===== config.mk =====
export PLATFORM = sky130hd
export DESIGN_NAME = psk_hd_cordic_cell
export DESIGN_NICKNAME = d
export VERILOG_FILES = /design/src/rtl/psk_hd_pkg.sv /design/src/rtl/psk_hd_cordic_cell.sv
export SDC_FILE = /design/constraint.sdc
export NUM_CORES = 1
export LEC_CHECK = 0
export CELL_PAD_IN_SITES_DETAIL_PLACEMENT = 2
export CELL_PAD_IN_SITES_GLOBAL_PLACEMENT = 2
export CORE_MARGIN = 5
export CORE_UTILIZATION = 42
export DETAILED_ROUTE_END_ITERATION = 8
export DONT_BUFFER_PORTS = 1
export MAX_ROUTING_LAYER = met4
export PLACE_DENSITY_LB_ADDON = 0.1
export SLEW_MARGIN = 20
export SYNTH_ARGS = -nofsm -noshare
export SYNTH_HDL_FRONTEND = slang
export SYNTH_SLANG_ARGS = --single-unit

===== constraint.sdc =====
create_clock -name i_clk -period 7.45 [get_ports i_clk]
set_input_delay 0.745 -clock i_clk [delete_from_list [all_inputs] [get_ports i_clk]]
set_output_delay 0.745 -clock i_clk [all_outputs]
set_load 0.02 [all_outputs]

===== src/rtl/psk_hd_pkg.sv =====
// ----------------------------------------------------------------------------
// PSK hard demapper package
// Shared constants, register index codes, control structures and the CORDIC
// arctangent table used by the demapper modules.
// ----------------------------------------------------------------------------
package psk_hd_pkg;

    localparam int C_SAMPLE_BITS  = 16;
    localparam int C_PHASE_BITS   = 16;
    localparam int C_CORDIC_STEPS = 30;
    localparam int C_PRESCALE     = 32;
    localparam int C_ANGLE_FRAC   = 32;
    localparam int C_ANGLE_W      = C_ANGLE_FRAC + 2;
    localparam int C_ORDER_W      = 9;
    localparam int C_OFFSET_W     = 16;
    localparam int C_SYMBOL_W     = 8;
    localparam int C_MAX_ORDER    = 256;
    localparam int C_MIN_ORDER    = 2;
    localparam int C_ORDER_RESET  = 4;
    localparam int C_CFG_INDEX_W  = 2;
    localparam int C_CFG_DATA_W   = 16;

    localparam logic signed [C_ANGLE_W-1:0] C_HALF_TURN = C_ANGLE_W'(1) << (C_ANGLE_FRAC - 1);

    typedef enum logic [C_CFG_INDEX_W-1:0] {
        CFG_ORDER        = 2'd0,
        CFG_PHASE_OFFSET = 2'd1,
        CFG_BINARY_ORDER = 2'd2
    } t_cfg_index;

    typedef struct packed {
        logic vld;
        logic zero;
    } t_ctl;

    typedef struct packed {
        logic [C_ORDER_W-1:0]  order;
        logic [C_OFFSET_W-1:0] phase_offset;
        logic                  binary_order;
    } t_cfg;

    localparam logic [31:0] C_ATAN_TURNS [C_CORDIC_STEPS] = '{
        32'h20000000, 32'h12E4051D, 32'h09FB385B, 32'h051111D4, 32'h028B0D43,
        32'h0145D7E1, 32'h00A2F61E, 32'h00517C55, 32'h0028BE53, 32'h00145F2E,
        32'h000A2F98, 32'h000517CC, 32'h00028BE6, 32'h000145F3, 32'h0000A2F9,
        32'h0000517C, 32'h000028BE, 32'h0000145F, 32'h00000A2F, 32'h00000517,
        32'h0000028B, 32'h00000145, 32'h000000A2, 32'h00000051, 32'h00000028,
        32'h00000014, 32'h0000000A, 32'h00000005, 32'h00000002, 32'h00000001
    };

endpackage


===== src/rtl/psk_hd_cordic_cell.sv =====
// ----------------------------------------------------------------------------
// PSK hard demapper CORDIC cell
// One vectoring micro-rotation of the angle chain, registered, advancing with
// the shared pipeline enable.
// ----------------------------------------------------------------------------
module psk_hd_cordic_cell #(
    parameter int STEP = 0,
    parameter int XY_W = 50
) (
    input  logic                                   i_clk,
    input  logic                                   i_rst_n,
    input  logic                                   i_en,
    input  psk_hd_pkg::t_ctl                       i_ctl,
    input  logic signed [XY_W-1:0]                 i_x,
    input  logic signed [XY_W-1:0]                 i_y,
    input  logic signed [psk_hd_pkg::C_ANGLE_W-1:0] i_z,
    output psk_hd_pkg::t_ctl                       o_ctl,
    output logic signed [XY_W-1:0]                 o_x,
    output logic signed [XY_W-1:0]                 o_y,
    output logic signed [psk_hd_pkg::C_ANGLE_W-1:0] o_z
);
    import psk_hd_pkg::*;

    localparam logic signed [C_ANGLE_W-1:0] ATAN = C_ANGLE_W'(C_ATAN_TURNS[STEP]);

    t_ctl                        r_ctl;
    logic signed [XY_W-1:0]      r_x;
    logic signed [XY_W-1:0]      r_y;
    logic signed [C_ANGLE_W-1:0] r_z;
    logic signed [XY_W-1:0]      n_x;
    logic signed [XY_W-1:0]      n_y;
    logic signed [C_ANGLE_W-1:0] n_z;
    logic signed [XY_W-1:0]      w_dx;
    logic signed [XY_W-1:0]      w_dy;

    assign w_dx = i_y >>> STEP;
    assign w_dy = i_x >>> STEP;

    always_comb begin
        if (!i_y[XY_W-1]) begin
            n_x = i_x + w_dx;
            n_y = i_y - w_dy;
            n_z = i_z + ATAN;
        end else begin
            n_x = i_x - w_dx;
            n_y = i_y + w_dy;
            n_z = i_z - ATAN;
        end
    end

    always_ff @(posedge i_clk) begin
        if (!i_rst_n) begin
            r_ctl <= '0;
        end else if (i_en) begin
            r_ctl <= i_ctl;
        end
    end

    always_ff @(posedge i_clk) begin
        if (i_en) begin
            r_x <= n_x;
            r_y <= n_y;
            r_z <= n_z;
        end
    end

    assign o_ctl = r_ctl;
    assign o_x   = r_x;
    assign o_y   = r_y;
    assign o_z   = r_z;

endmodule


==> qor.tcl <==
set qor(grt_antenna_before_repair) 0
set qor(ioPinCount) 275
set qor(crit_path_top_delay_cell) {o31ai_1}
set qor(path_clk_slew_ns) 0.07
set qor(synth-async-reset-ratio) 0
set qor(final_period_minus_worst_setup_slack_ns) 4.59
set qor(criticalPathCategory) {in2reg}
set qor(net-switching-power_uw) 1210
set qor(routed-via-count) 12400
set qor(num_antenna_cells) 0
set qor(endpoint_kind) {flip-flop}
set qor(synth_cell_types) 78
set qor(filler_cell_count) 3460
set qor(ir_worst_vdd_mv) 0.156
set qor(synthToLayoutAreaGrowth_pct) 6.35
set qor(detail_route.iter0.violations) 977
set qor(synth_commonest_cells) {a21oi_1, ha_1, inv_1}
set qor(postSynthCellCount) 1555
set qor(die_width_um) 187
set qor(share_seq_of_total_power) 0.400
set qor(die-height_um) 187
set qor(power_switching_share) 0.401
set qor(hpwlAfterDp_um) 43700
set qor(timing.final.max_slew_violations) 0
set qor(crit_arrival_ns) 4.83
set qor(final-hold-violation-count) 0
set qor(routed_wl_um) 55600
set qor(cts_made_buffers) 17
set qor(max_slew.worst_pin.slew_ns) 0.967
set qor(grt_pass1_vias) 13200
set qor(dominantRegCellSynth) {edfxtp_1}
set qor(postSynthRegisterBits) 135
set qor(post_cts_hold_buffer_count) 0
set qor(critPathRequiredTime_ns) 7.69
set qor(power_density_nw_per_um2) 215
set qor(power_frac_clock) 0.303
set qor(initial_utilization) 0.422
set qor(fin_nets) 1797
set qor(number_of_enable_type_register_cells_in_the_synthesized_netlist) 133
set qor(clock_insertion_delay_worst_skew_ns) 0.44
set qor(clock_tree.htree_level_count) 4
set qor(synth_area_leaders) {edfxtp_1, ha_1, a21oi_1, xnor2_1, inv_1}
set qor(syn-cell-area_um2) 13200
set qor(drv_cap) 0
set qor(max-slew-margin-rel) 0.349
set qor(postCtsSetupBuffers) 0
set qor(remaining_drc_errors) 0
set qor(worst_hold_path_type) {in2reg}
set qor(rsz_0062_raised_after_global_routing) {no}
set qor(cts.sinks) 135
set qor(crit_path_max_incr_delay_ns) 0.65
set qor(finish.instance_area_um2) 14100
set qor(yosysWarnings) 0
set qor(syn_nets) 1848
set qor(placement.cell_area_um2) 13500
set qor(synthMostInstantiatedCell) {a21oi_1}
set qor(grt_pass1_wl_um) 83200
set qor(final.setup_skew_ns) 0
set qor(postCtsResizedCells) 0
set qor(synth_top_cell_by_area) {edfxtp_1}
set qor(report.final.setup_viol) 0
set qor(tritoncts) {yes}
set qor(grt_remaining_overflow) 0
set qor(post-synth-top-area-fraction) 0.302
set qor(seq_area_frac_synth) 0.305
set qor(setup.worst_path.start_class) {primary input}
set qor(setup_tns_ns) 0
set qor(drt_pre_antenna_iters) 5
set qor(p_leak_uw) 0.00576
set qor(io_buffers) 0
set qor(clk_path_buf_depth) 2
set qor(routed_wire_length_per_instance_um) 29.0
set qor(combinational_share_of_power) 0.297
set qor(core_area_um2) 31300
set qor(area_of_the_die_um2) 35100
set qor(routabilityCongestion) 0.925
set qor(route.detailed.vias_per_inst) 6.45
set qor(ctsRootBufferMaster) {clkbuf_16}
set qor(status) {finished clean}
set qor(finalNonFillerCells) 1919
set qor(path_cells) {inv_1 -> ha_1 -> nor2b_1 -> o21a_1 -> o21a_1 -> o31ai_1 -> nand3_1 -> a211oi_1 -> o221ai_1 -> a21boi_0 -> nor4_1 -> nor4_1}
set qor(cp_max_fo) 11
set qor(grt_usage) 0.313
set qor(placed_cells_incl_taps) 1887
set qor(maxClockFrequency_mhz) 218
set qor(pin_count_of_the_biggest_net_entering_global_routing) 136
set qor(post-route-period-util) 0.616
set qor(internal_power_uw) 1810
set qor(remaining_number_of_nets_flagged_by_the_antenna_check_after_routing) 0
set qor(postSynthAreaPerCell_um2) 8.50
set qor(finalHoldWorstSlack_ns) 0.388
set qor(drive_gt1_frac) 0.0382
set qor(floorplan.rows) 65
==> worst paths after layout <==
| kind | cells after the start | slack, ns | from | end |
|---|---|---|---|---|
| min | 0 | 0.39 | i_z[28] | o_z[28]$_DFFE_PP_ |
| min reg2reg | 2 | 0.66 | o_ctl[1]$_SDFFE_PN0P_ | o_ctl[1]$_SDFFE_PN0P_ |
| max reg2reg | 2 | 6.63 | o_ctl[0]$_SDFFE_PN0P_ | o_ctl[0]$_SDFFE_PN0P_ |
| max | 12 | 2.86 | i_x[2] | o_y[44]$_DFFE_PP_ |
==> layer usage <==
metal  track usage  vias up  routed length (um)
li1              -     5486                   -
met1         0.390     6250               23500
met2         0.499      532               25900
met3        0.0810      117                4350
met4         0.102        0                1880
met5             -        -                   0
==> cell families (layout without fill, tap and decap cells) <==
| logic type | count (synthesis) | in the layout | synth area share |
|---|---|---|---|
| AO/OA/AOI/OAI | 529 | 529 | 0.256 |
| AND/OR/NAND/NOR | 381 | 381 | 0.136 |
| buffers and inverters | 228 | 190 | 0.0663 |
| adder cells (fa/ha/maj) | 154 | 154 | 0.148 |
| flip-flops | 135 | 135 | 0.305 |
| XOR/XNOR | 98 | 98 | 0.0649 |
| multiplexers | 30 | 30 | 0.0228 |
==> metrics by stage <==
step                      setup slack [ns]  utilization  power [uW]
final                                 2.86        0.449        3020
after global routing                  2.62        0.449        3130
after CTS                             2.92        0.449        3020
after detailed placement              2.49        0.430        2100
after global placement                2.83        0.430        2060
after floorplan                       3.86            -        1800
==> power groups by stage <==
stage               clock, uW  combinational [uW]  sequential [uW]
global route              953                 962             1220
global placement            0                 841             1220
detailed placement          0                 869             1230
CTS                       926                 882             1210
floorplan                   0                 614             1180
finish                    915                 897             1210
==> worst max-delay path, delay by kind of cell <==
kind,cells,cell delay [ns]
compound gates,6,2.64
fa+ha+maj,1,0.46
simple gates,4,0.93
buf+inv,1,0.03
==> cell usage in the layout, fill, tap and decap left out, types with 8 or more instances in the layout <==
master / count
a211oi_1: 21
a21o_1: 30
a21oi_1: 195
a31oi_1: 13
clkbuf_16: 17
edfxtp_1: 133
ha_1: 150
inv_1: 148
mux2i_1: 29
nand2_1: 82
nand2b_1: 14
nand3_1: 25
nand4_1: 24
nor2_1: 133
nor2b_1: 24
nor3_1: 29
nor4_1: 18
o211ai_1: 14
o21a_1: 13
o21ai_0: 93
o21bai_1: 50
o31ai_1: 17
xnor2_1: 90
xor2_1: 8
==> cell type report <==
| type | instances | area, um^2 | area share |
|---|---|---|---|
| Multi-Input combinational cell | 1192 | 8310 | 0.591 |
| Sequential cell | 135 | 4030 | 0.287 |
| Inverter | 155 | 582 | 0.0414 |
| Tap cell | 402 | 503 | 0.0358 |
| Clock buffer | 17 | 425 | 0.0303 |
| Clock inverter | 15 | 183 | 0.0130 |
| Timing Repair Buffer | 3 | 22.5 | 0.00160 |
==> sequential cells by signal (all words and copies together), names as in the netlist <==
signal	cells
o_z	34
o_ctl	2
o_y	49
o_x	50
Power figures use the tool's default switching activity.
