--- src/rtl/psk_hd_pkg.sv ---
// ----------------------------------------------------------------------------
// PSK hard demapper package
// Shared constants, register index codes, control structures and the CORDIC
// arctangent table used by the demapper modules.
// ----------------------------------------------------------------------------
package psk_hd_pkg;

    localparam int C_SAMPLE_BITS  = 16;
    localparam int C_PHASE_BITS   = 16;
    localparam int C_CORDIC_STEPS = 30;
    localparam int C_PRESCALE     = 32;
    localparam int C_ANGLE_FRAC   = 32;
    localparam int C_ANGLE_W      = C_ANGLE_FRAC + 2;
    localparam int C_ORDER_W      = 9;
    localparam int C_OFFSET_W     = 16;
    localparam int C_SYMBOL_W     = 8;
    localparam int C_MAX_ORDER    = 256;
    localparam int C_MIN_ORDER    = 2;
    localparam int C_ORDER_RESET  = 4;
    localparam int C_CFG_INDEX_W  = 2;
    localparam int C_CFG_DATA_W   = 16;

    localparam logic signed [C_ANGLE_W-1:0] C_HALF_TURN = C_ANGLE_W'(1) << (C_ANGLE_FRAC - 1);

    typedef enum logic [C_CFG_INDEX_W-1:0] {
        CFG_ORDER        = 2'd0,
        CFG_PHASE_OFFSET = 2'd1,
        CFG_BINARY_ORDER = 2'd2
    } t_cfg_index;

    typedef struct packed {
        logic vld;
        logic zero;
    } t_ctl;

    typedef struct packed {
        logic [C_ORDER_W-1:0]  order;
        logic [C_OFFSET_W-1:0] phase_offset;
        logic                  binary_order;
    } t_cfg;

    localparam logic [31:0] C_ATAN_TURNS [C_CORDIC_STEPS] = '{
        32'h20000000, 32'h12E4051D, 32'h09FB385B, 32'h051111D4, 32'h028B0D43,
        32'h0145D7E1, 32'h00A2F61E, 32'h00517C55, 32'h0028BE53, 32'h00145F2E,
        32'h000A2F98, 32'h000517CC, 32'h00028BE6, 32'h000145F3, 32'h0000A2F9,
        32'h0000517C, 32'h000028BE, 32'h0000145F, 32'h00000A2F, 32'h00000517,
        32'h0000028B, 32'h00000145, 32'h000000A2, 32'h00000051, 32'h00000028,
        32'h00000014, 32'h0000000A, 32'h00000005, 32'h00000002, 32'h00000001
    };

endpackage

--- src/rtl/psk_hd_slicer.sv ---
// ----------------------------------------------------------------------------
// PSK hard demapper slicer
// Rounds the CORDIC angle, removes the phase offset, scales by the order,
// rounds to the nearest phase index and maps it to a Gray or binary symbol.
// ----------------------------------------------------------------------------
module psk_hd_slicer #(
    parameter int PHASE_BITS = 16
) (
    input  logic                                    i_clk,
    input  logic                                    i_rst_n,
    input  logic                                    i_en,
    input  psk_hd_pkg::t_ctl                        i_ctl,
    input  logic signed [psk_hd_pkg::C_ANGLE_W-1:0] i_z,
    input  psk_hd_pkg::t_cfg                        i_cfg,
    output logic                                    o_vld,
    output logic [psk_hd_pkg::C_SYMBOL_W-1:0]       o_symbol
);
    import psk_hd_pkg::*;

    localparam int AW     = C_ANGLE_W - C_ANGLE_FRAC + PHASE_BITS;
    localparam int OW     = PHASE_BITS + 1;
    localparam int DW     = PHASE_BITS + 3;
    localparam int TW     = DW + C_ORDER_W + 1;
    localparam int RW     = TW - PHASE_BITS;
    localparam int STAGES = 7;

    localparam logic signed [C_ANGLE_W-1:0] HALF_Z =
        C_ANGLE_W'(1) << (C_ANGLE_FRAC - 1 - PHASE_BITS);
    localparam logic [TW-1:0] HALF_T = TW'(1) << (PHASE_BITS - 1);

    function automatic logic [C_ORDER_W-1:0] gray_to_bin(input logic [C_ORDER_W-1:0] g);
        logic [C_ORDER_W-1:0] b;
        for (int i = 0; i < C_ORDER_W; i++) begin
            b[i] = ^(g >> i);
        end
        return b;
    endfunction

    logic [STAGES-1:0]           r_vld;
    logic signed [C_ANGLE_W-1:0] w_z_sum;
    logic [OW-1:0]               w_off;
    logic [AW-1:0]               r_a;
    logic [AW-1:0]               n_a;
    logic [DW-1:0]               r_d;
    logic [DW-1:0]               n_d;
    logic signed [TW-1:0]        r_t;
    logic signed [TW-1:0]        n_t;
    logic [TW-1:0]               w_mag;
    logic [RW-1:0]               r_r;
    logic                        r_neg;
    logic [RW-1:0]               w_m;
    logic [RW-1:0]               w_two_m;
    logic [RW-1:0]               r_q2;
    logic [RW-1:0]               n_q2;
    logic [RW-1:0]               w_k_full;
    logic [C_ORDER_W-1:0]        r_k;
    logic [C_ORDER_W-1:0]        w_g;
    logic [C_ORDER_W-1:0]        n_sym;
    logic [C_SYMBOL_W-1:0]       r_sym;

    generate
        if (PHASE_BITS >= C_OFFSET_W) begin : g_off_shift
            assign w_off = OW'(i_cfg.phase_offset) << (PHASE_BITS - C_OFFSET_W);
        end else begin : g_off_round
            logic [C_OFFSET_W:0] w_off_sum;
            assign w_off_sum = {1'b0, i_cfg.phase_offset}
                             + ((C_OFFSET_W + 1)'(1) << (C_OFFSET_W - 1 - PHASE_BITS));
            assign w_off = OW'(w_off_sum >> (C_OFFSET_W - PHASE_BITS));
        end
    endgenerate

    assign w_z_sum = i_z + HALF_Z;
    assign n_a     = i_ctl.zero ? '0 : w_z_sum[C_ANGLE_W-1:C_ANGLE_FRAC-PHASE_BITS];
    assign n_d     = {r_a[AW-1], r_a} - {2'b00, w_off};
    assign n_t     = $signed(r_d) * $signed({1'b0, i_cfg.order});
    assign w_mag   = r_t[TW-1] ? (HALF_T - r_t) : (r_t + HALF_T);
    assign w_m     = RW'(i_cfg.order);
    assign w_two_m = RW'({i_cfg.order, 1'b0});
    assign n_q2    = r_neg ? (w_two_m - r_r) : (w_two_m + r_r);
    assign w_g     = gray_to_bin(r_k);

    always_comb begin
        priority if (r_q2 >= w_two_m) begin
            w_k_full = r_q2 - w_two_m;
        end else if (r_q2 >= w_m) begin
            w_k_full = r_q2 - w_m;
        end else begin
            w_k_full = r_q2;
        end
    end

    always_comb begin
        priority if (i_cfg.binary_order) begin
            n_sym = r_k;
        end else if (w_g >= i_cfg.order) begin
            n_sym = w_g - i_cfg.order;
        end else begin
            n_sym = w_g;
        end
    end

    always_ff @(posedge i_clk) begin
        if (!i_rst_n) begin
            r_vld <= '0;
        end else if (i_en) begin
            r_vld <= {r_vld[STAGES-2:0], i_ctl.vld};
        end
    end

    always_ff @(posedge i_clk) begin
        if (i_en) begin
            r_a   <= n_a;
            r_d   <= n_d;
            r_t   <= n_t;
            r_r   <= w_mag[TW-1:PHASE_BITS];
            r_neg <= r_t[TW-1];
            r_q2  <= n_q2;
            r_k   <= w_k_full[C_ORDER_W-1:0];
            r_sym <= n_sym[C_SYMBOL_W-1:0];
        end
    end

    assign o_vld    = r_vld[STAGES-1];
    assign o_symbol = r_sym;

endmodule

--- config.mk ---
export PLATFORM = sky130hd
export DESIGN_NAME = psk_hd_slicer
export DESIGN_NICKNAME = d
export VERILOG_FILES = /design/src/rtl/psk_hd_pkg.sv /design/src/rtl/psk_hd_slicer.sv
export SDC_FILE = /design/constraint.sdc
export NUM_CORES = 1
export LEC_CHECK = 0
export BUFFER_PORTS_ARGS = -buffer_cell sky130_fd_sc_hd__buf_2
export CAP_MARGIN = 20
export CORE_MARGIN = 3
export CORE_UTILIZATION = 40
export DETAILED_ROUTE_END_ITERATION = 10
export MAX_ROUTING_LAYER = met4
export SYNTH_ARGS = -nofsm -noshare
export SYNTH_HDL_FRONTEND = slang
export SYNTH_SLANG_ARGS = --single-unit
export TNS_END_PERCENT = 20
--- constraint.sdc ---
create_clock -name i_clk -period 8.5 [get_ports i_clk]
set_input_delay 0.425 -clock i_clk [delete_from_list [all_inputs] [get_ports i_clk]]
set_output_delay 0.425 -clock i_clk [all_outputs]
set_load 0.1 [all_outputs]
==> results.cfg <==
[status]
outcome = finished, final reports clean

[setup_path]
end_kind = register
critPathKind = reg -> reg
regToRegSetupSlack_ns = 2.27
cp_data_arrival_time_ns = 6.39
path_cells = nand2_1, fa_1, inv_1, fa_1, inv_1, fa_1, inv_1, fa_1, inv_1, fa_1, inv_1, ha_1, and2_1, and4_1, a31oi_1, a31oi_1, o211ai_1, nand2_1, o41ai_2, mux2i_1, o2111ai_1
ff2ff_path_depth = 21
r2r-start = r_d[5]
crit_slowest_cell = edfxtp_1
required_ns = 8.67
rr_endpoint = r_t[25]
worstPathMaxFanout = 9
start_kind = register
worst_path_largest_cell_delay_ns = 0.55

[sta]
fin_tns_setup_ns = 0
slew_viol_final = 0
rsz0062_at_grt = false
layout_min_cycle_time_ns = 6.23
finalSetupViolations = 0
slew_headroom = 0.376
finalCritPeriodShare = 0.732
hold_violations = 0
skew_ns = 0.00796
fmax_mhz = 161
tightest_slew_ns = 0.936

[hold_path]
hold_path_depth = 3
hold_path.class = in -> reg
hp-start = i_ctl[1]
hold_path_end = r_vld[0]

[cts]
cts_tree = done
cts_buffers = 17
postCtsHoldBufs = 0
path_clk_slew_ns = 0.06
cts_max_path_buffers = 2
cts_root_buf = clkbuf_16
cts.repair.resized = 0
postCtsSetupBuffers = 0
clk_latency_ns = 0.43
cts.sinks = 117
htreeDepth = 4

[global_routing]
grt_pass1_wl_um = 46900
overflow = 0
antenna_found_initial = 0
grt_max_degree = 74
grt_pass1_vias = 10200
track_usage = 0.163

[synth]
yosysTopAreaCell = edfxtp_1
yosys.cell_count.top_type = inv_1
synth-simple-area-share = 0.146
yosys_warnings = 0
dominantRegCellSynth = edfxtp_1
yosysSeqAreaShare = 0.250
synth_fa_ha_area_frac = 0.333
syn_nets = 1777
syn_area_mm2 = 0.0138
synth_top_family_by_area = adder cells
synth_top_cell_area_share = 0.240
syn_area_per_cell_um2 = 9.58
synthTopCellsByArea = edfxtp_1, fa_1, ha_1
synth_mux_area_frac = 0.0183
synth_cells = 1435
synthTopCellsByCount = inv_1, fa_1, ha_1
ys_ff_latch = 117
synth-edff-count = 110
synth-async-reset-ratio = 0
synth_xor_xnor_area_share = 0.0665
synth_compound_gate_area_share = 0.106
synth_cell_types = 62

[finish]
area_growth_pct = 9.86
multi_input_area_mm2 = 0.00923
drive_gt1_frac = 0.0751
antenna_cells = 0
seq_area_mm2 = 0.00344
n_fill_cell = 3255
instances_no_fill = 1940
finalNetCount = 1821

[drt]
ant_nets = 0
wl_per_cell_um = 13.8
num_vias = 9622
drt-vias-per-instance = 4.96
drt_first_pass_iters = 5
route.detailed.drc = 0
drt_iter0_drc = 479
drt-total-wl_um = 26700

[placed_design]
gp_congestion = 0.816
dpl.cell_count = 1907
place.port_buffers = 58
hpwl_um = 20700

[die]
coreArea_mm2 = 0.0337
die_h_um = 191
dieArea_mm2 = 0.0366
ios = 74
fp.dieW_um = 191
rows = 67
start_util = 0.408

[run]
max-cap-violations = 0
## layout make-up
type,instances,area share
Timing Repair Buffer,63,0.0219
Sequential cell,117,0.228
Inverter,249,0.0619
Tap cell,448,0.0371
Clock buffer,17,0.0282
Clock inverter,15,0.0118
Multi-Input combinational cell,1031,0.611
## through the flow
step,hold WS (ns),utilization,setup slack (ns),cell area (um2)
4_1_cts,0.232,0.448,2.26,15100
5_1_grt,0.276,0.448,1.97,15100
2_1_floorplan,0.472,-,2.37,13800
3_3_place_gp,0.497,0.430,1.97,14500
6_report,0.261,0.448,2.27,15100
3_5_place_dp,0.506,0.430,1.92,14500
## worst max-delay path by stage
stage / start / end / slack [ns] / cells past startpoint
finish: r_d[5] / r_t[25] / 2.27 / 21
global route: r_d[1] / r_t[25] / 1.97 / 20
CTS: r_d[5] / r_t[25] / 2.26 / 21
detailed placement: i_cfg[20] / r_t[25] / 1.92 / 22
global placement: i_cfg[20] / r_t[25] / 1.97 / 22
floorplan: i_cfg[19] / r_t[28] / 2.37 / 24
## placed cells by master, fill, tap and decap left out, types with 5 or more instances in the layout
cell,n
edfxtp_1,110
or3_1,12
nand4_1,6
nor4_1,8
ha_1,128
and2_1,94
fa_1,149
clkbuf_16,17
o21a_1,15
dfxtp_1,7
a31oi_1,11
nand3_1,25
o31ai_1,5
a211o_1,5
nor2_1,74
a21o_1,22
buf_2,57
xnor2_1,65
nand2_1,120
o21bai_1,13
o21ai_0,43
and3_1,10
inv_1,249
a211oi_1,5
a21oi_1,67
mux2i_1,24
nor2b_1,19
nand2b_1,9
xor2_1,33
buf_4,6
nor3_1,12
## cell families after synthesis
| group | Yosys count |
|---|---|
| flip-flops | 117 |
| AO/OA/AOI/OAI | 224 |
| XOR/XNOR | 101 |
| buffers and inverters | 287 |
| AND/OR/NAND/NOR | 404 |
| multiplexers | 25 |
| adder cells (fa/ha/maj) | 277 |
## critical path: cells and delay by family, from the launching register on
kind,cells,cell delay [ns]
and+or+nand+nor,4,0.66
muxes,1,0.24
DFF,1,0.55
buffers and inverters,5,0.26
adders and majority gates,6,2.92
AOI/OAI and AO/OA,5,1.30
## sequential cells by signal, indices dropped and copies added (netlist names)
name	flops
o_symbol	8
r_a	18
r_d	19
r_k	9
r_neg	1
r_q2	13
r_r	13
r_t	29
r_vld	7
## per-layer routing
metal,up-vias,GRT usage,part of all wire
met5,-,-,0
met2,106,0.282,0.50
met3,26,0.0271,0.024
met1,4683,0.198,0.47
li1,4807,-,-
met4,0,0.0406,0.013
Power is left out: the tool's default activity adds up to more than one toggle a clock period on the data nets, which glitch-free logic cannot reach.
